$ cat src/hdl/pdqs_pkg.sv
`default_nettype none
// ----------------------------------------------------------------------------
// pdqs_pkg
// Types and constants shared by the point deque with magnitude search/sort.
// ----------------------------------------------------------------------------
package pdqs_pkg;

    localparam int DEPTH   = 16;
    localparam int IDX_W   = $clog2(DEPTH);
    localparam int CNT_W   = $clog2(DEPTH + 1);
    localparam int COORD_W = 16;
    localparam int SQ_W    = 2 * COORD_W - 1;
    localparam int MAG_W   = 32;
    localparam int OP_W    = 4;
    localparam int STAT_W  = 2;

    typedef enum logic [OP_W-1:0] {
        OP_PUSH_BACK  = 4'd0,
        OP_POP_BACK   = 4'd1,
        OP_PUSH_FRONT = 4'd2,
        OP_POP_FRONT  = 4'd3,
        OP_COUNT      = 4'd4,
        OP_CLEAR      = 4'd5,
        OP_FARTHEST   = 4'd6,
        OP_NEAREST    = 4'd7,
        OP_SORT_UP    = 4'd8,
        OP_SORT_DOWN  = 4'd9
    } op_t;

    typedef enum logic [STAT_W-1:0] {
        ST_OK    = 2'd0,
        ST_FULL  = 2'd1,
        ST_EMPTY = 2'd2
    } status_t;

    typedef struct packed {
        logic signed [COORD_W-1:0] x;
        logic signed [COORD_W-1:0] y;
        logic signed [COORD_W-1:0] z;
    } point_t;

endpackage

`default_nettype wire

$ cat src/hdl/pdqs_sqmag.sv
`default_nettype none
// ----------------------------------------------------------------------------
// pdqs_sqmag
// Squared magnitude unit: squares registered, sum taken from the registers.
// ----------------------------------------------------------------------------
module pdqs_sqmag
(
    input  wire logic           clk,
    input  wire pdqs_pkg::point_t pt,
    output logic [pdqs_pkg::MAG_W-1:0] mag
);
    import pdqs_pkg::*;

    logic signed [2*COORD_W-1:0] prod_x;
    logic signed [2*COORD_W-1:0] prod_y;
    logic signed [2*COORD_W-1:0] prod_z;
    logic [SQ_W-1:0] sqx_reg;
    logic [SQ_W-1:0] sqy_reg;
    logic [SQ_W-1:0] sqz_reg;

    // full-width signed products, never negative
    assign prod_x = pt.x * pt.x;
    assign prod_y = pt.y * pt.y;
    assign prod_z = pt.z * pt.z;

    // one square per coordinate, registered
    always_ff @(posedge clk)
    begin
        sqx_reg <= SQ_W'(unsigned'(prod_x));
        sqy_reg <= SQ_W'(unsigned'(prod_y));
        sqz_reg <= SQ_W'(unsigned'(prod_z));
    end

    // sum of the three squares, never exceeds 32 bits
    assign mag = MAG_W'(sqx_reg) + MAG_W'(sqy_reg) + MAG_W'(sqz_reg);

endmodule

`default_nettype wire

$ cat src/hdl/point_deque_with_magnitude_search_sort.sv
`default_nettype none
// ----------------------------------------------------------------------------
// point_deque_with_magnitude_search_sort
// Bounded deque of 3D points with nearest/farthest search and stable sort.
// ----------------------------------------------------------------------------
// Points live in a 16-entry circular buffer in one synchronous RAM, addressed
// through a head pointer so pushes at either end are single writes and pops
// only move the pointer and count. Push, pop, count and clear are handled in
// the idle state; the result is then held in the output register until
// taken, and the next item is accepted once it has gone. Every RAM read
// passes through three steps (read, square, compare); a search reads each
// held point once. Sorting is an insertion sort through the RAM: each key
// is read, each entry it passes moves up one place, then the key is stored.
// ----------------------------------------------------------------------------
module point_deque_with_magnitude_search_sort
(
    input  wire logic                              clk,
    input  wire logic                              rst_n,
    input  wire logic                              in_valid,
    output logic                                   in_stall,
    input  wire logic [pdqs_pkg::OP_W-1:0]         operation,
    input  wire logic signed [pdqs_pkg::COORD_W-1:0] in_x,
    input  wire logic signed [pdqs_pkg::COORD_W-1:0] in_y,
    input  wire logic signed [pdqs_pkg::COORD_W-1:0] in_z,
    output logic                                   out_valid,
    input  wire logic                              out_stall,
    output logic [pdqs_pkg::STAT_W-1:0]            status,
    output logic [pdqs_pkg::CNT_W-1:0]             count,
    output logic signed [pdqs_pkg::COORD_W-1:0]    out_x,
    output logic signed [pdqs_pkg::COORD_W-1:0]    out_y,
    output logic signed [pdqs_pkg::COORD_W-1:0]    out_z,
    output logic [pdqs_pkg::MAG_W-1:0]             square_magnitude
);
    import pdqs_pkg::*;

    typedef enum logic [4:0] {
        S_IDLE = 5'b00001,
        S_RD   = 5'b00010,
        S_MUL  = 5'b00100,
        S_USE  = 5'b01000,
        S_PUT  = 5'b10000
    } state_t;

    typedef enum logic [1:0] {
        PH_SEARCH = 2'd0,
        PH_KEY    = 2'd1,
        PH_SCAN   = 2'd2
    } phase_t;

    // point storage
    point_t mem [DEPTH];
    point_t rd_data_reg;
    logic             rd_en;
    logic [IDX_W-1:0] rd_addr;
    logic             wr_en;
    logic [IDX_W-1:0] wr_addr;
    point_t           wr_data;

    state_t           state_reg, state_next;
    phase_t           phase_reg, phase_next;
    logic             far_reg, far_next;
    logic             down_reg, down_next;
    logic [IDX_W-1:0] head_reg, head_next;
    logic [CNT_W-1:0] cnt_reg, cnt_next;
    logic [IDX_W-1:0] idx_reg, idx_next;
    logic [IDX_W-1:0] j_reg, j_next;
    point_t           key_reg, key_next;
    logic [MAG_W-1:0] km_reg, km_next;
    point_t           best_reg, best_next;
    logic [MAG_W-1:0] bm_reg, bm_next;

    logic             out_valid_reg, out_valid_next;
    logic [STAT_W-1:0] status_reg, status_next;
    logic [CNT_W-1:0] count_reg, count_next;
    point_t           outp_reg, outp_next;
    logic [MAG_W-1:0] mag_reg, mag_next;

    logic             accept;
    op_t              op;
    point_t           in_pt;
    logic [MAG_W-1:0] mag;
    logic             better;
    logic             move;
    logic             last_i;

    assign op       = op_t'(operation);
    assign in_pt    = '{x: in_x, y: in_y, z: in_z};
    assign in_stall = (state_reg != S_IDLE) || out_valid_reg;
    assign accept   = in_valid && !in_stall;

    // squared magnitude of the entry just read
    pdqs_sqmag u_sqmag
    (
        .clk (clk),
        .pt  (rd_data_reg),
        .mag (mag)
    );

    assign better = (idx_reg == '0) || (far_reg ? (mag > bm_reg) : (mag < bm_reg));
    assign move   = down_reg ? (mag < km_reg) : (mag > km_reg);
    assign last_i = (CNT_W'(idx_reg) + CNT_W'(1)) == cnt_reg;

    // RAM write and registered read
    always_ff @(posedge clk)
    begin
        if (wr_en)
        begin
            mem[wr_addr] <= wr_data;
        end
        if (rd_en)
        begin
            rd_data_reg <= mem[rd_addr];
        end
    end

    // sequencer
    always_comb
    begin
        state_next     = state_reg;
        phase_next     = phase_reg;
        far_next       = far_reg;
        down_next      = down_reg;
        head_next      = head_reg;
        cnt_next       = cnt_reg;
        idx_next       = idx_reg;
        j_next         = j_reg;
        key_next       = key_reg;
        km_next        = km_reg;
        best_next      = best_reg;
        bm_next        = bm_reg;
        out_valid_next = out_valid_reg && out_stall;
        status_next    = status_reg;
        count_next     = count_reg;
        outp_next      = outp_reg;
        mag_next       = mag_reg;
        rd_en          = 1'b0;
        rd_addr        = '0;
        wr_en          = 1'b0;
        wr_addr        = '0;
        wr_data        = in_pt;

        unique case (state_reg)
            S_IDLE:
            begin
                if (accept)
                begin
                    status_next    = ST_OK;
                    outp_next      = '0;
                    mag_next       = '0;
                    out_valid_next = 1'b1;
                    case (op)
                        OP_PUSH_BACK:
                        begin
                            if (cnt_reg == CNT_W'(DEPTH))
                            begin
                                status_next = ST_FULL;
                            end
                            else
                            begin
                                wr_en    = 1'b1;
                                wr_addr  = head_reg + cnt_reg[IDX_W-1:0];
                                cnt_next = cnt_reg + CNT_W'(1);
                            end
                        end
                        OP_PUSH_FRONT:
                        begin
                            if (cnt_reg == CNT_W'(DEPTH))
                            begin
                                status_next = ST_FULL;
                            end
                            else
                            begin
                                wr_en     = 1'b1;
                                wr_addr   = head_reg - IDX_W'(1);
                                head_next = head_reg - IDX_W'(1);
                                cnt_next  = cnt_reg + CNT_W'(1);
                            end
                        end
                        OP_POP_BACK, OP_POP_FRONT:
                        begin
                            if (cnt_reg == '0)
                            begin
                                status_next = ST_EMPTY;
                            end
                            else
                            begin
                                cnt_next = cnt_reg - CNT_W'(1);
                                if (op == OP_POP_FRONT)
                                begin
                                    head_next = head_reg + IDX_W'(1);
                                end
                            end
                        end
                        OP_CLEAR:
                        begin
                            cnt_next = '0;
                        end
                        OP_FARTHEST, OP_NEAREST:
                        begin
                            if (cnt_reg == '0)
                            begin
                                status_next = ST_EMPTY;
                            end
                            else
                            begin
                                out_valid_next = 1'b0;
                                far_next       = (op == OP_FARTHEST);
                                phase_next     = PH_SEARCH;
                                idx_next       = '0;
                                state_next     = S_RD;
                            end
                        end
                        OP_SORT_UP, OP_SORT_DOWN:
                        begin
                            if (cnt_reg == '0)
                            begin
                                status_next = ST_EMPTY;
                            end
                            else if (cnt_reg != CNT_W'(1))
                            begin
                                out_valid_next = 1'b0;
                                down_next      = (op == OP_SORT_DOWN);
                                phase_next     = PH_KEY;
                                idx_next       = IDX_W'(1);
                                state_next     = S_RD;
                            end
                        end
                        default:
                        begin
                        end
                    endcase
                    count_next = cnt_next;
                end
            end
            S_RD:
            begin
                rd_en = 1'b1;
                case (phase_reg)
                    PH_SCAN: rd_addr = head_reg + j_reg - IDX_W'(1);
                    default: rd_addr = head_reg + idx_reg;
                endcase
                state_next = S_MUL;
            end
            S_MUL:
            begin
                state_next = S_USE;
            end
            S_USE:
            begin
                case (phase_reg)
                    PH_SEARCH:
                    begin
                        if (better)
                        begin
                            best_next = rd_data_reg;
                            bm_next   = mag;
                        end
                        if (last_i)
                        begin
                            status_next    = ST_OK;
                            count_next     = cnt_reg;
                            outp_next      = best_next;
                            mag_next       = bm_next;
                            out_valid_next = 1'b1;
                            state_next     = S_IDLE;
                        end
                        else
                        begin
                            idx_next   = idx_reg + IDX_W'(1);
                            state_next = S_RD;
                        end
                    end
                    PH_KEY:
                    begin
                        key_next   = rd_data_reg;
                        km_next    = mag;
                        j_next     = idx_reg;
                        phase_next = PH_SCAN;
                        state_next = S_RD;
                    end
                    default:
                    begin
                        if (move)
                        begin
                            // shift the entry that must move up one place
                            wr_en   = 1'b1;
                            wr_addr = head_reg + j_reg;
                            wr_data = rd_data_reg;
                            j_next  = j_reg - IDX_W'(1);
                            state_next = (j_reg == IDX_W'(1)) ? S_PUT : S_RD;
                        end
                        else
                        begin
                            state_next = S_PUT;
                        end
                    end
                endcase
            end
            S_PUT:
            begin
                // drop the key into its slot
                wr_en   = 1'b1;
                wr_addr = head_reg + j_reg;
                wr_data = key_reg;
                if (last_i)
                begin
                    status_next    = ST_OK;
                    count_next     = cnt_reg;
                    outp_next      = '0;
                    mag_next       = '0;
                    out_valid_next = 1'b1;
                    state_next     = S_IDLE;
                end
                else
                begin
                    idx_next   = idx_reg + IDX_W'(1);
                    phase_next = PH_KEY;
                    state_next = S_RD;
                end
            end
            default:
            begin
                state_next = S_IDLE;
            end
        endcase
    end

    // control state
    always_ff @(posedge clk or negedge rst_n)
    begin
        if (!rst_n)
        begin
            state_reg     <= S_IDLE;
            head_reg      <= '0;
            cnt_reg       <= '0;
            out_valid_reg <= 1'b0;
        end
        else
        begin
            state_reg     <= state_next;
            head_reg      <= head_next;
            cnt_reg       <= cnt_next;
            out_valid_reg <= out_valid_next;
        end
    end

    // working and result registers
    always_ff @(posedge clk)
    begin
        phase_reg  <= phase_next;
        far_reg    <= far_next;
        down_reg   <= down_next;
        idx_reg    <= idx_next;
        j_reg      <= j_next;
        key_reg    <= key_next;
        km_reg     <= km_next;
        best_reg   <= best_next;
        bm_reg     <= bm_next;
        status_reg <= status_next;
        count_reg  <= count_next;
        outp_reg   <= outp_next;
        mag_reg    <= mag_next;
    end

    assign out_valid        = out_valid_reg;
    assign status           = status_reg;
    assign count            = count_reg;
    assign out_x            = outp_reg.x;
    assign out_y            = outp_reg.y;
    assign out_z            = outp_reg.z;
    assign square_magnitude = mag_reg;

endmodule

`default_nettype wire
$ cat config.mk
export PLATFORM = sky130hd
export DESIGN_NAME = point_deque_with_magnitude_search_sort
export DESIGN_NICKNAME = d
export VERILOG_FILES = /design/src/hdl/pdqs_pkg.sv /design/src/hdl/pdqs_sqmag.sv /design/src/hdl/point_deque_with_magnitude_search_sort.sv
export SDC_FILE = /design/constraint.sdc
export NUM_CORES = 2
export LEC_CHECK = 0
export BUFFER_PORTS_ARGS = -buffer_cell sky130_fd_sc_hd__buf_4
export CORE_ASPECT_RATIO = 0.9
export CORE_MARGIN = 4
export CORE_UTILIZATION = 41
export CTS_CLUSTER_DIAMETER = 120
export DETAILED_ROUTE_END_ITERATION = 8
export REMOVE_ABC_BUFFERS = 1
export SLEW_MARGIN = 20
export SYNTH_ARGS = -nofsm -noshare
export SYNTH_HDL_FRONTEND = slang
export SYNTH_SLANG_ARGS = --single-unit
$ cat constraint.sdc
create_clock -name clk -period 17.01 [get_ports clk]
set_input_delay 1.701 -clock clk [delete_from_list [all_inputs] [get_ports clk]]
set_output_delay 1.701 -clock clk [all_outputs]
set_load 0.005 [all_outputs]
==> summary.txt <==
Drt first-iter violations -> 3534
CTS buffer count -> 121
RSZ-0062 raised after global routing -> no
Worst-Margin Slew -> 1.18 ns
Reg power frac -> 32.6%
Post-synth top area share -> 43.4%
Post-Syn Area -> 74400 sq um
Seq cells post-synth -> 1180
IO Port Bufs -> 144
First-pass GRT wire length -> 280 mm
Max IR drop VDD -> 0.198 mV
Largest area contributor in the netlist -> edfxtp_1
I/O pins -> 145
Hold Path Sink -> key_reg[41]
Initial core utilization -> 41.2%
Routed WL -> 181 mm
Sink Count -> 1180
CTS tree -> done
Hold Violations, Final -> 0
Critical Path RT -> 17.38 ns
Hold buffers post-CTS -> 0
Gate power share -> 44.0%
Post-DP HPWL -> 122 mm
Final nets -> 7357
Die ar. -> 188000 sq um
Yosys warns -> 0
Yosys cell types -> 97
Grt total ovfl -> 0
FP Rows -> 148
Skew-Pair Late Insertion Delay -> 0.78 ns
CTS max path bufs -> 3
Critical path class -> reg2reg
Slew margin rel. -> 21.2%
Total GRT Usage -> 19.3%
Final Cycle Share -> 46.2%
Core Area -> 181000 sq um
Max capacitance violation total -> 0
Internal power -> 7150 uW
Final ANT Viol Nets -> 0
Top reg by flops -> mem
EDFF count, synth -> 1075
Hold Path Stages -> 0
Main synth FF type -> edfxtp_1
Power Dens Cells -> 138 nW/um^2
Dpl cell area -> 78600 sq um
Crit path DAT -> 8.23 ns
Post-CTS Setup Inserts -> 0
Fmax -> 127 MHz
Design area -> 82600 sq um
Status -> finished clean
Total design power -> 11400 uW
Crit path launch type -> flip-flop
Post-synthesis instance total -> 6068
Hold crit path type -> reg2reg
Worst-path fanout max -> 48
Final setup fails -> 0
Drt pass-1 iters -> 8
Clock-pin slew on the worst setup and hold paths -> 0.06 ns
Sw frac -> 37.4%
Register area share after synthesis -> 46.3%
Clock power share -> 23.4%
H-Tree Depth -> 3
Layout cells sized above 1 -> 9.32%
Crit. End Element -> flip-flop
Number of antenna violations at the first check in global routing -> 6
Area grow syn2layout -> 11.1%
Vias per Instance -> 5.26
Area contributors post-synth -> edfxtp_1 43%, fa_1 20%, ha_1 6.1%
Hold_sp -> rd_data_reg[41]
Vias in the first global route -> 47379
Max reg flops -> 768
Die H -> 412 um
Switching power summed over all nets -> 4280 uW
Die width -> 457 um
LEAKAGE -> 0.0338 uW
Max Slew Vio Count -> 0
Vias after detailed routing -> 45836
# DRC -> 0
Syn Area/Cell -> 12.3 sq um
Worst Reg-to-Reg Cells -> 20
Slack of the worst reg-to-reg path -> 9.15 ns
Clock Skews -> 0.0587 ns
Largest net degree at the start of global routing -> 208
Worst r2r src -> u_sqmag.sqz_reg[9]
RePlAce Congestion -> 0.849
Minimum clock period -> 7.86 ns
Clock root buffer -> clkbuf_16
Avg WL per Cell -> 20.7 um
RR Endpoint -> mem[6][30]
FFs w/ async S/R, synth -> 1.27%
Post-CTS sizing -> 0
-- final cells by class --
cell class                 instances  area, sq um
antenna                            2         5.00
clock buffer                     158         3370
clock inverter                    66          634
fill                           16431        97900
inverter                        1068         4010
multi-input combinational       3557        35000
sequential                      1180        34500
tap                             2400         3000
timing repair buffer             282         2140
-- placed cells by master (no fill, tap or decap), drive strengths merged, types with 16 or more instances in the layout --
cell    instances
o21bai         17
a22oi          52
mux2           62
mux4           48
clkinv         48
xor2           45
edfxtp       1075
nand3          44
fa            731
clkbuf        158
o221ai         99
a21o           61
nand4          19
inv          1074
nor2          166
a21oi         121
o22ai         100
nor3           35
a31oi         108
a211oi        110
and3          112
nand2b         31
o21ai         225
and2          224
buf           282
dfxtp          90
xnor2         123
nor2b          16
ha            360
nand2         496
-- worst max-delay path, stage by stage, from the launching register on --
cell	delay, ns
dfxtp_1	0.32
fa_1	0.48
ha_1	0.37
nand2_1	0.07
a211oi_1	0.26
a221oi_2	0.14
o22a_2	0.26
o31a_4	0.42
o31ai_4	0.37
nand4_1	0.23
and3b_1	0.23
xnor2_1	0.44
ha_1	0.36
and4_1	0.22
o32a_1	0.34
or3_1	0.57
nand3_2	0.36
buf_4	0.67
a21boi_1	0.33
nor3b_2	0.24
buf_4	0.75
-- logic make-up (layout without fill, tap and decap cells) --
| logic type | count (synthesis) | in the layout | synth area share (%) |
|---|---|---|---|
| buffers and inverters | 1331 | 1574 | 6.82 |
| multiplexers | 114 | 114 | 2.45 |
| flip-flops | 1180 | 1180 | 46.3 |
| adder cells (fa/ha/maj) | 1091 | 1091 | 25.7 |
| AND/OR/NAND/NOR | 1196 | 1196 | 7.80 |
| XOR/XNOR | 168 | 168 | 1.98 |
| other | 1 | 3 | 0.00504 |
| AO/OA/AOI/OAI | 987 | 987 | 8.87 |
-- metrics by stage --
step | TNS, ns | setup slack (ns) | hold WS, ns | util, % | std cells
after floorplan | -817.27 | -17.03 | 0.472 | - | 5805
after global placement | 0 | 9.14 | 0.467 | 43.6 | 8487
after detailed placement | 0 | 9.16 | 0.477 | 43.6 | 8487
after CTS | 0 | 9.12 | 0.488 | 45.8 | 8711
after global routing | 0 | 8.68 | 0.511 | 45.8 | 8712
final | 0 | 9.15 | 0.494 | 45.8 | 8713
-- cells in the mapped netlist (5+ instances only) --
cell type and instances:
edfxtp_1 1075, inv_1 1064, fa_1 731, nand2_1 495
ha_1 360, clkbuf_1 222, and2_1 220, o21ai_0 204
nor2_1 166, xnor2_1 123, a21oi_1 120, and3_1 112
a211oi_1 108, a31oi_1 107, o22ai_1 100, o221ai_1 99
dfxtp_1 90, a21o_1 60, a22oi_1 52, mux4_2 48
mux2_1 47, xor2_1 45, nand3_1 44, nor3_1 35
nand2b_1 31, o21ai_1 21, nand4_1 19, buf_2 18
o21bai_1 17, buf_1 16, nor2b_1 16, mux2_2 15
dfrtp_1 14, o21a_1 14, and4_1 9, or2_2 9
nor3b_1 8, a221oi_1 7, o211ai_1 7, o31ai_1 7
or3_1 6, a211o_1 5, nor4_1 5
-- power by group through the flow --
stage | combinational, uW | sequential, uW | clock [uW]
finish | 5030 | 3730 | 2670
global route | 5680 | 3750 | 2850
CTS | 5090 | 3740 | 2730
detailed placement | 5070 | 3800 | 0
global placement | 4980 | 3790 | 0
floorplan | 3670 | 3740 | 0
-- worst max path at each step --
stage	end	cells past startpoint	start
finish	mem[6][30]	20	u_sqmag.sqz_reg[9]
global route	mem[2][20]	21	u_sqmag.sqz_reg[4]
CTS	mem[6][17]	21	u_sqmag.sqz_reg[4]
detailed placement	mem[6][30]	21	u_sqmag.sqz_reg[4]
global placement	mem[2][29]	21	u_sqmag.sqz_reg[4]
floorplan	rd_data_reg[0]	6	head_reg[0]
-- per-layer routing --
layer  share of wire [%]  up-vias  wire length [um]  GRT usage (%)
li1                    -    21019                 -              -
met1                  43    23441             78200           26.4
met2                  48     1129             87300           32.0
met3                 5.6      247             10000           2.98
met4                 2.8        0              5060           5.24
met5                   0        -                 0              0
Note: power is estimated with default switching activity, not from simulation.
